**src/rtl/mnpq_pkg.sv**
```systemverilog
`timescale 1ns / 1ps
`default_nettype none

package mnpq_pkg;

  localparam int unsigned MaxPoints = 1024;
  localparam int unsigned CoordBits = 20;
  localparam int unsigned DistBits  = CoordBits + 1;
  localparam int unsigned IdxBits   = (MaxPoints > 1) ? $clog2(MaxPoints) : 1;
  localparam int unsigned CntBits   = $clog2(MaxPoints + 1);

  typedef enum logic [0:0] {
    OP_INSERT = 1'b0,
    OP_QUERY  = 1'b1
  } op_e;

  // One item as it travels down the cell chain. For an insert, cnt is the
  // slot it will be written to; for a query, it is the number of points
  // stored when the query entered.
  typedef struct packed {
    logic                 valid;
    op_e                  op;
    logic [CoordBits-1:0] x;
    logic [CoordBits-1:0] y;
    logic [CntBits-1:0]   cnt;
    logic [DistBits-1:0]  best;
    logic                 empty;
    logic                 dropped;
  } item_t;

endpackage

`default_nettype wire

```
**src/rtl/mnpq_cell.sv**
```systemverilog
`timescale 1ns / 1ps
`default_nettype none

module mnpq_cell (
  input  wire logic                              clk_i,
  input  wire logic                              rst_ni,
  input  wire logic                              en_i,
  input  wire logic [mnpq_pkg::IdxBits-1:0]      idx_i,
  input  wire mnpq_pkg::item_t                   item_i,
  output mnpq_pkg::item_t                        item_o
);

  logic [mnpq_pkg::CoordBits-1:0] pt_x_q;
  logic [mnpq_pkg::CoordBits-1:0] pt_y_q;
  logic                           valid_q;
  mnpq_pkg::item_t                item_q;
  mnpq_pkg::item_t                item_d;
  logic [mnpq_pkg::CoordBits-1:0] dx;
  logic [mnpq_pkg::CoordBits-1:0] dy;
  logic [mnpq_pkg::DistBits-1:0]  pt_dist;
  logic [mnpq_pkg::CntBits-1:0]   idx_ext;
  logic                           write_en;
  logic                           use_pt;

  assign idx_ext = {{(mnpq_pkg::CntBits - mnpq_pkg::IdxBits){1'b0}}, idx_i};

  assign dx      = (item_i.x >= pt_x_q) ? (item_i.x - pt_x_q) : (pt_x_q - item_i.x);
  assign dy      = (item_i.y >= pt_y_q) ? (item_i.y - pt_y_q) : (pt_y_q - item_i.y);
  assign pt_dist = {1'b0, dx} + {1'b0, dy};

  // An insert owns exactly one cell; a full-store insert matches none.
  assign write_en = en_i && item_i.valid && (item_i.op == mnpq_pkg::OP_INSERT) &&
                    (item_i.cnt == idx_ext);
  // A query only looks at cells that were filled before it entered.
  assign use_pt   = (item_i.op == mnpq_pkg::OP_QUERY) && (idx_ext < item_i.cnt);

  always_comb begin
    item_d = item_i;
    if (use_pt && (pt_dist < item_i.best)) begin
      item_d.best = pt_dist;
    end
  end

  always_ff @(posedge clk_i or negedge rst_ni) begin
    if (!rst_ni) begin
      valid_q <= 1'b0;
    end else if (en_i) begin
      valid_q <= item_i.valid;
    end
  end

  always_ff @(posedge clk_i) begin
    if (en_i) begin
      item_q <= item_d;
    end
    if (write_en) begin
      pt_x_q <= item_i.x;
      pt_y_q <= item_i.y;
    end
  end

  always_comb begin
    item_o       = item_q;
    item_o.valid = valid_q;
  end

endmodule

`default_nettype wire

```
**config.mk**
```make
export PLATFORM = sky130hd
export DESIGN_NAME = mnpq_cell
export DESIGN_NICKNAME = d
export VERILOG_FILES = /design/src/rtl/mnpq_pkg.sv /design/src/rtl/mnpq_cell.sv
export SDC_FILE = /design/constraint.sdc
export NUM_CORES = 1
export LEC_CHECK = 0
export ABC_CLOCK_PERIOD_IN_PS = 12800
export BUFFER_PORTS_ARGS = -buffer_cell sky130_fd_sc_hd__buf_2
export CORE_ASPECT_RATIO = 0.75
export CORE_MARGIN = 3
export CORE_UTILIZATION = 55
export CTS_BUF_LIST = sky130_fd_sc_hd__clkbuf_2
export DETAILED_ROUTE_END_ITERATION = 8
export PLACE_DENSITY = 0.84
export SLEW_MARGIN = 25
export SYNTH_ARGS = -nofsm -noshare
export SYNTH_HDL_FRONTEND = slang
export SYNTH_SLANG_ARGS = --single-unit
```
**constraint.sdc**
```tcl
create_clock -name clk_i -period 12.8 [get_ports clk_i]
set_input_delay 1.28 -clock clk_i [delete_from_list [all_inputs] [get_ports clk_i]]
set_output_delay 1.28 -clock clk_i [all_outputs]
set_load 0.01 [all_outputs]
```
==> results.cfg, run 1 <==
[job]
drv.max_cap_violation_count = 0

[yosys]
postSynth.asyncResetShare = 0.008621
synth_flop_cell = sky130_fd_sc_hd__edfxtp_1
synth.ff_latch_count = 116
synth_commonest_cells = 140 x sky130_fd_sc_hd__inv_1, 128 x sky130_fd_sc_hd__ha_1, 115 x sky130_fd_sc_hd__edfxtp_1
synth.area.top_cells = sky130_fd_sc_hd__edfxtp_1 36%, sky130_fd_sc_hd__ha_1 17%, sky130_fd_sc_hd__inv_1 5.5%
post_synth_and_or_nand_nor_area_fraction = 0.09682
synthesis.yosys.warnings = 0
synth_sequential_area_ratio = 0.3627
synth_top_family_by_area = compound AO/OA/AOI/OAI gates
synthesis.nets = 1213
synth_enable_flop_cells = 115
post_synth_mux_area_share = 0.03784
synthXorXnorAreaFrac = 0.04475
top_cell_type_s_share_of_synthesized_area = 0.3601
post-synth-top-area-cell = sky130_fd_sc_hd__edfxtp_1
synth_cell_types = 71
synth_most_common_cell = sky130_fd_sc_hd__inv_1
synth_compound_area_frac = 0.2071
postSynthCellCount = 991
avgSynthCellArea_sq_um = 9.676
synth-adder-area-share = 0.1775
synthesis.area_sq_um = 9589

[timing]
timing.final.crit_share = 0.6212
rsz0062_at_grt = no
maxSlewViolCount = 0
slew_headroom = 0.4604
fin_setup_tns_ns = 0
finalClockSkew_ns = 0.04054
final_period_minus_worst_setup_slack_ns = 7.952
maxClockFrequency_mhz = 125.8
finalSetupViolCount = 0
timing_hold_violations_final = 0
timing.hold.ws_ns = 0.2712
worst_pin_slew_ns = 0.8095

[place]
dpl.cell_count = 1341
place_congestion = 0.9939
dp_hpwl_mm = 18.85
port_buffers = 164

[outcome]
result_of_the_run = completed

[power]
total_power_draw_mw = 1.201
power.density_cell_area_nw_per_um2 = 111.0
leakagePower_nw = 5.316
ir_drop_mv = 0.08849

[layout]
antennaDiodeCount = 0
final_core_util = 0.6393
instances_no_fill = 1373
fin_nets = 1367
syn2layout_area_growth_pct = 12.87
post_route_cells_drive_above_1_share = 0.2003

[clock_network]
clkSinkCount = 116
insertion_delay_ns = 0.76
setup_fix_buffers_added_after_clock_tree_synthesis = 0
cts_made_buffers = 17
ctsRootBufferMaster = sky130_fd_sc_hd__clkbuf_2
tritoncts_clock_tree = built
cts-htree-levels = 4
ctsResizeCount = 0
clock_path_buffers = 2
clkTransAtPathRegs_ns = 0.18
cts_hold_buffers = 0

[grt]
globalRouteTotalUtil = 0.2524
grt_first_pass_wirelength_mm = 38.13
maximum_number_of_pins_on_one_net_before_global_route_repair = 50
via_count_of_the_first_global_routing_pass = 7490
congestion_overflow_gr = 0
antenna_found_initial = 0

[worst_setup_path]
worst-path-max-fanout = 29
path_class = input port to register
worstPathRequired_ns = 13.30
worstSetupEndpointType = register
timing.critical_path.max_delay_family = compound AO/OA/AOI/OAI gates
path_buf_inv = 4
cp_data_arrival_time_ns = 8.46
cpPeakStageDelay_ns = 0.60
critical-path-top-cell-by-count = sky130_fd_sc_hd__a21o_1
critPathLaunchType = input port
cp_slowest_cell = sky130_fd_sc_hd__nor3_4

[detailed_routing]
dr_total_vias = 7989
vias_per_cell = 5.819
postRouteAntennaNets = 0
routedWlPerCell_um = 17.65
finalWirelength_mm = 24.23
drt_first_pass_iters = 5
detailedRoute.firstIterationViolations = 745
drcViolationCount = 0

[die]
die_width_um = 158.5
placeableCoreArea_sq_um = 16930
floorplan_row_count = 41
pin_count = 165
start_util = 0.5664
die_span_in_y_um = 120.4
die-area_sq_um = 19070

[worst_hold_path]
min_path_type = input port to asynchronous set/reset pin
per-layer routing:
metal | vias up | track usage | part of all wire
met4 | 0 | 0.06663 | 0.015
li1 | 3880 | - | -
met5 | - | 0 | 0
met3 | 26 | 0.05796 | 0.087
met2 | 376 | 0.3765 | 0.42
met1 | 3707 | 0.3705 | 0.48
worst reg2reg max path: cells and delay by family, from the launching register on:
| kind | cells | cell delay, ns |
|---|---|---|
| DFF | 1 | 0.41 |
| AOI/OAI and AO/OA | 15 | 3.37 |
| xor gates and xnor gates | 1 | 0.17 |
| muxes | 2 | 0.76 |
| buffers and inverters | 2 | 0.43 |
| and+or+nand+nor | 4 | 1.11 |
| adders and majority gates | 4 | 1.17 |
final cells by class:
cell class	count	area (sq um)
fillers	1374	6106
clock inverters	14	162.7
flip-flops and latches	116	3478
inverters	141	529.3
clock buffers	18	90.09
repair buffers	169	860.8
well taps	215	269.0
multi-input cells	700	5433
stage by stage:
stage	setup WS [ns]	instance area, sq um
floorplan	5.181	9589
global placement	4.463	10570
global route	4.608	10820
finish	4.848	10820
CTS	4.997	10820
detailed placement	4.224	10570
flip-flops by register name (all words and copies together), names as in the netlist:
| signal | flops |
|---|---|
| valid_q | 1 |
| item_o | 75 |
| pt_y_q | 20 |
| pt_x_q | 20 |
cell usage in the layout, fill, tap and decap left out, drive strengths merged, types with 19 or more instances in the layout:
cell / instances
buf: 169
inv: 141
ha: 128
edfxtp: 115
a21oi: 82
a21o: 61
nand2: 60
o21ai: 47
nor2: 45
xnor2: 29
xor2: 20
mux2i: 19
kinds of logic (layout without fill, tap and decap cells):
kind of cell | after synthesis | in the layout
buf+inv | 175 | 342
compound gates | 293 | 293
simple gates | 191 | 191
flops | 116 | 116
xor+xnor | 49 | 49
mux | 34 | 34
fa+ha+maj | 133 | 133
worst paths after layout:
path / start / to / slack, ns / depth (start not counted)
hold reg to reg: valid_q$_DFFE_PN0P_ / valid_q$_DFFE_PN0P_ / 0.54 / 2
hold / removal: rst_ni / valid_q$_DFFE_PN0P_ / 0.27 / 1
min in group clk_i: valid_q$_DFFE_PN0P_ / valid_q$_DFFE_PN0P_ / 0.54 / 2
setup / recovery: item_i[54] / item_o[11]$_DFFE_PP_ / 4.85 / 30
max in group asynchronous: rst_ni / valid_q$_DFFE_PN0P_ / 12.45 / 1
setup reg to reg: pt_x_q[0]$_DFFE_PP_ / item_o[11]$_DFFE_PP_ / 5.15 / 28
power by group:
part           leakage, nW  switching (mW)  internal, mW  total (mW)
registers             1.11         0.00792         0.454       0.462
clock network        0.146           0.153         0.108       0.261
logic                 4.06           0.279         0.199       0.478
total                 5.32           0.440         0.761        1.20
No activity file was read; power rests on OpenSTA's default activity.
==> run 2: changes to the inputs <==
--- a/config.mk
+++ b/config.mk
@@ -5,14 +5,14 @@
 export SDC_FILE = /design/constraint.sdc
 export NUM_CORES = 1
 export LEC_CHECK = 0
-export ABC_CLOCK_PERIOD_IN_PS = 12800
+export ABC_CLOCK_PERIOD_IN_PS = 7100
 export BUFFER_PORTS_ARGS = -buffer_cell sky130_fd_sc_hd__buf_2
 export CORE_ASPECT_RATIO = 0.75
 export CORE_MARGIN = 3
-export CORE_UTILIZATION = 55
+export CORE_UTILIZATION = 53
 export CTS_BUF_LIST = sky130_fd_sc_hd__clkbuf_2
 export DETAILED_ROUTE_END_ITERATION = 8
-export PLACE_DENSITY = 0.84
+export PLACE_DENSITY = 0.85
 export SLEW_MARGIN = 25
 export SYNTH_ARGS = -nofsm -noshare
 export SYNTH_HDL_FRONTEND = slang
==> constraint.sdc (replaced) <==
create_clock -name clk_i -period 7.1 [get_ports clk_i]
set_input_delay 0.71 -clock clk_i [delete_from_list [all_inputs] [get_ports clk_i]]
set_output_delay 0.71 -clock clk_i [all_outputs]
set_load 0.01 [all_outputs]
==> results.cfg, run 2 (synthesis gave the netlist of run 1 again) <==
[detailed_routing]
drt_first_pass_iters = 9
postRouteAntennaNets = 0
drcViolationCount = 0
routedWlPerCell_um = 17.26
finalWirelength_mm = 25.05
vias_per_cell = 5.672
dr_total_vias = 8230
detailedRoute.firstIterationViolations = 883

[layout]
stdcell_area_sq_um = 11290
layout.cells.most_common_list = 163 x sky130_fd_sc_hd__buf_2, 140 x sky130_fd_sc_hd__inv_1, 128 x sky130_fd_sc_hd__ha_1
final_core_util = 0.6530
layout.filler_cells = 1411
final_common_cell = sky130_fd_sc_hd__buf_2
fin_nets = 1424
syn2layout_area_growth_pct = 17.72
largest_register_ff_count = 75
post_route_cells_drive_above_1_share = 0.2412
antennaDiodeCount = 0

[die]
floorplan_row_count = 41
die-area_sq_um = 19760
die_span_in_y_um = 122.5
start_util = 0.5547
pin_count = 165
die_width_um = 161.3
placeableCoreArea_sq_um = 17290

[timing]
fin_setup_tns_ns = 0
final_period_minus_worst_setup_slack_ns = 6.824
finalClockSkew_ns = 0.03262
worst_pin_slew_ns = 0.6731
finalSetupViolCount = 0
maxSlewViolCount = 0
slew_headroom = 0.5454
timing_hold_violations_final = 0
maxClockFrequency_mhz = 146.5
postLayoutSetupSlackWorst_ns = 0.2755
timing.final.crit_share = 0.9612
rsz0062_at_grt = no

[grt]
globalRouteTotalUtil = 0.2549
via_count_of_the_first_global_routing_pass = 7992
grt_first_pass_wirelength_mm = 40.16
antenna_found_initial = 0
maximum_number_of_pins_on_one_net_before_global_route_repair = 50
congestion_overflow_gr = 0

[power]
power.density_cell_area_nw_per_um2 = 194.1
ir_drop_mv = 0.1131
leakagePower_nw = 5.583

[worst_setup_path]
cp_data_arrival_time_ns = 7.30
critical-path-top-cell-by-count = sky130_fd_sc_hd__a21o_1
worst-path-max-fanout = 10
critPathLaunchType = register
path_class = register to register
worstSetupEndpointType = register
worstPathRequired_ns = 7.58
cp_slowest_cell = sky130_fd_sc_hd__fa_1
timing.reg2reg.worst_path_depth = 28
cpPeakStageDelay_ns = 0.41

[outcome]
result_of_the_run = completed

[worst_hold_path]
hold-path-cell-count = 1
min_path_type = input port to register

[clock_network]
clkSinkCount = 116
tritoncts_clock_tree = built
cts_made_buffers = 17
clock_path_buffers = 2
insertion_delay_ns = 0.72
cts-htree-levels = 4
clkTransAtPathRegs_ns = 0.18
ctsRootBufferMaster = sky130_fd_sc_hd__clkbuf_2

[place]
place_congestion = 0.9616
port_buffers = 164
worst_slack_at_placement_ns = -0.1684
dp_hpwl_mm = 20.14
dpl-instance-area_sq_um = 11020

[job]
drv.max_cap_violation_count = 0
-- run 2: cell count changes in the layout (fill, tap and decap cells not counted), sizes merged --
cell,delta
bufinv,-1
buf,+56
clkinv,+1
clkinvlp,-1
inv,+1
dlygate4sd3,+1
-- run 2: timing repair --
action | in CTS | in global routing
endpoints found under the setup margin | 0 | 19
buffers inserted | 0 | 0
resized for setup | 0 | 7
hold buffers | 1 | 0
hold endpoints to repair | 1 | 0
-- run 2: power by group --
part           internal, mW  switching, mW  total, mW  leakage [nW]
Combinational         0.407          0.517      0.924          4.34
Clock                 0.160          0.274      0.434         0.137
Sequential            0.818         0.0149      0.833          1.11
-- run 2: final cells by class --
type | instances | area (sq um) | share of cell area
clock buffer | 18 | 90.09 | 0.007981
clock inverter | 14 | 137.6 | 0.01219
inverter | 141 | 529.3 | 0.04689
multi-input combinational | 700 | 5463 | 0.4839
sequential | 116 | 3478 | 0.3081
tap | 236 | 295.3 | 0.02616
timing repair buffer | 226 | 1295 | 0.1147
-- run 2: stage by stage --
step / hold slack [ns] / cells / power (mW)
2_1_floorplan: 0.4144 / 991 / 1.431
3_3_place_gp: 0.4909 / 1418 / 1.723
6_report: 0.1759 / 1451 / 2.191
4_1_cts: 0.1029 / 1451 / 2.189
3_5_place_dp: 0.4901 / 1418 / 1.752
5_1_grt: 0.09879 / 1451 / 2.334
-- run 2: worst paths after layout --
check,start,end,slack [ns]
max,pt_x_q[0]$_DFFE_PP_,item_o[15]$_DFFE_PP_,0.28
min,item_i[28],item_o[28]$_DFFE_PP_,0.18
max reg2reg,pt_x_q[0]$_DFFE_PP_,item_o[15]$_DFFE_PP_,0.28
min reg2reg,valid_q$_DFFE_PN0P_,valid_q$_DFFE_PN0P_,0.54
max in group asynchronous,rst_ni,valid_q$_DFFE_PN0P_,6.75
min in group asynchronous,rst_ni,valid_q$_DFFE_PN0P_,0.27
-- run 2: worst max-delay path: cells and delay by family, from the launching register on --
family,cells,cell delay [ns]
AO/OA/AOI/OAI,15,3.13
adder cells (fa/ha/maj),4,1.19
AND/OR/NAND/NOR,4,0.77
multiplexers,2,0.70
flip-flops,1,0.38
buffers and inverters,2,0.28
XOR/XNOR,1,0.15
-- run 2: layer usage --
metal | wire, um | part of all wire | global-route usage | vias up
li1 | - | - | - | 3993
met1 | 12000 | 0.48 | 0.3694 | 3846
met2 | 10580 | 0.42 | 0.3870 | 355
met3 | 1926 | 0.077 | 0.05263 | 36
met4 | 535 | 0.021 | 0.07523 | 0
met5 | 0 | 0 | 0 | -
==> run 3: changes to the inputs <==
--- a/config.mk
+++ b/config.mk
@@ -5,14 +5,15 @@
 export SDC_FILE = /design/constraint.sdc
 export NUM_CORES = 1
 export LEC_CHECK = 0
-export ABC_CLOCK_PERIOD_IN_PS = 7100
+export ABC_CLOCK_PERIOD_IN_PS = 8600
 export BUFFER_PORTS_ARGS = -buffer_cell sky130_fd_sc_hd__buf_2
 export CORE_ASPECT_RATIO = 0.75
 export CORE_MARGIN = 3
-export CORE_UTILIZATION = 53
+export CORE_UTILIZATION = 55
 export CTS_BUF_LIST = sky130_fd_sc_hd__clkbuf_2
 export DETAILED_ROUTE_END_ITERATION = 8
-export PLACE_DENSITY = 0.85
+export GPL_TIMING_DRIVEN = 0
+export PLACE_DENSITY = 0.84
 export SLEW_MARGIN = 25
 export SYNTH_ARGS = -nofsm -noshare
 export SYNTH_HDL_FRONTEND = slang
==> constraint.sdc (replaced) <==
create_clock -name clk_i -period 8.6 [get_ports clk_i]
set_input_delay 0.86 -clock clk_i [delete_from_list [all_inputs] [get_ports clk_i]]
set_output_delay 0.86 -clock clk_i [all_outputs]
set_load 0.01 [all_outputs]
==> results.cfg, run 3 (synthesis gave the netlist of run 1 again) <==
[worst_setup_path]
critPathLaunchType = register
rrSetupSlack_ns = 0.60
path_class = register to register
worstPathRequired_ns = 9.07
cp_slowest_cell = sky130_fd_sc_hd__a211oi_1
reg2reg_to = item_o[14]$_DFFE_PP_
timing.reg2reg.worst_path_depth = 29
worst-path-max-fanout = 10
rr_startpoint = pt_x_q[0]$_DFFE_PP_
cp_data_arrival_time_ns = 8.48
worstSetupEndpointType = register
critical-path-top-cell-by-count = sky130_fd_sc_hd__a21o_1
cpPeakStageDelay_ns = 0.60

[timing]
maxSlewViolCount = 0
maxClockFrequency_mhz = 124.9
worst_pin_slew_ns = 0.7033
postLayoutSetupSlackWorst_ns = 0.5957
finalClockSkew_ns = 0.05132
rsz0062_at_grt = no
timing.hold.ws_ns = 0.3163
fin_setup_tns_ns = 0
finalSetupViolCount = 0
timing_hold_violations_final = 0
timing.final.crit_share = 0.9307
slew_headroom = 0.5283
final_period_minus_worst_setup_slack_ns = 8.004

[grt]
maximum_number_of_pins_on_one_net_before_global_route_repair = 51
globalRouteTotalUtil = 0.2517
congestion_overflow_gr = 0
antenna_found_initial = 0
grt_first_pass_wirelength_mm = 38.03
via_count_of_the_first_global_routing_pass = 7658

[clock_network]
cts_made_buffers = 17
clkSinkCount = 116
tritoncts_clock_tree = built
ctsResizeCount = 0
ctsRootBufferMaster = sky130_fd_sc_hd__clkbuf_2
clock_path_buffers = 2
insertion_delay_ns = 0.74
setup_fix_buffers_added_after_clock_tree_synthesis = 0
cts-htree-levels = 4
clkTransAtPathRegs_ns = 0.17

[detailed_routing]
drt_first_pass_iters = 6
postRouteAntennaNets = 0
vias_per_cell = 5.698
detailedRoute.firstIterationViolations = 726
routedWlPerCell_um = 17.00
drcViolationCount = 0
finalWirelength_mm = 23.99
dr_total_vias = 8040

[place]
dp_hpwl_mm = 19.27
place_congestion = 0.9656
worst_slack_at_placement_ns = 0.08584
port_buffers = 164

[layout]
final_common_cell = sky130_fd_sc_hd__buf_2
syn2layout_area_growth_pct = 14.43
largest_register_ff_count = 75
antennaDiodeCount = 0
post_route_cells_drive_above_1_share = 0.2057
layout.cells.most_common_list = 180 x sky130_fd_sc_hd__buf_2, 140 x sky130_fd_sc_hd__inv_1, 128 x sky130_fd_sc_hd__ha_1
fin_nets = 1405

[die]
die_span_in_y_um = 120.4
placeableCoreArea_sq_um = 16930
die_width_um = 158.5
start_util = 0.5664
floorplan_row_count = 41
die-area_sq_um = 19070
pin_count = 165

[outcome]
result_of_the_run = completed

[worst_hold_path]
min_path_type = input port to register
whs_endpoint = item_o[0]$_DFFE_PP_
hold-path-cell-count = 1
min-delay-start = item_i[0]

[power]
ir_drop_mv = 0.1174
leakagePower_nw = 5.421
total_power_draw_mw = 1.748
power.density_cell_area_nw_per_um2 = 159.3

[job]
drv.max_cap_violation_count = 0
[run 3: metal layers]
metal | vias to the layer above | GRT usage | wire length (um)
met1 | 3708 | 0.3702 | 11670
met5 | - | 0 | 0
met3 | 27 | 0.05152 | 1863
met2 | 339 | 0.3836 | 10170
met4 | 0 | 0.05750 | 289
li1 | 3966 | - | -
[run 3: report_power, final]
part | leakage, nW | total [mW] | internal [mW] | switching, mW
logic | 4.19 | 0.711 | 0.298 | 0.413
clock network | 0.130 | 0.352 | 0.129 | 0.223
registers | 1.11 | 0.685 | 0.675 | 0.0100
[run 3: how the worst max path moves through the flow]
stage	startpoint	to	slack, ns	cells after the start
after floorplan	item_i[54]	item_o[11]$_DFFE_PP_	1.40	30
after global placement	en_i	pt_x_q[4]$_DFFE_PP_	-0.67	3
after detailed placement	item_i[54]	item_o[21]$_DFFE_PP_	0.09	31
after CTS	pt_x_q[0]$_DFFE_PP_	item_o[14]$_DFFE_PP_	0.72	29
after global routing	pt_x_q[0]$_DFFE_PP_	item_o[14]$_DFFE_PP_	0.35	29
final	pt_x_q[0]$_DFFE_PP_	item_o[14]$_DFFE_PP_	0.60	29
[run 3: layout make-up]
type / count / area, sq um
inverter: 141 / 529.3
clock inverter: 13 / 117.6
buffer: 34 / 173.9
fill: 1412 / 5956
tap: 215 / 269.0
clock buffer: 19 / 95.09
multi-input combinational: 700 / 5414
timing repair buffer: 173 / 895.9
sequential: 116 / 3478
[run 3: stage by stage]
stage / cells / instance area, sq um / util
3_5_place_dp: 1378 / 10750 / 0.6350
5_1_grt: 1411 / 10970 / 0.6482
6_report: 1411 / 10970 / 0.6482
3_3_place_gp: 1370 / 10680 / 0.6308
2_1_floorplan: 991 / 9589 / -
4_1_cts: 1411 / 10970 / 0.6482
[run 3: repair_timing]
action,in CTS,in global routing
hold buffers,1,0
endpoints found under the setup margin,0,0
endpoints found under the hold margin,1,0
[run 3: worst max-delay path, delay by kind of cell, from the launching register on]
| kind | cells | cell delay (ns) |
|---|---|---|
| compound gates | 15 | 3.72 |
| fa+ha+maj | 4 | 1.24 |
| simple gates | 5 | 1.00 |
| buf+inv | 3 | 0.84 |
| flops | 1 | 0.39 |
| mux | 1 | 0.38 |
| xor+xnor | 1 | 0.20 |
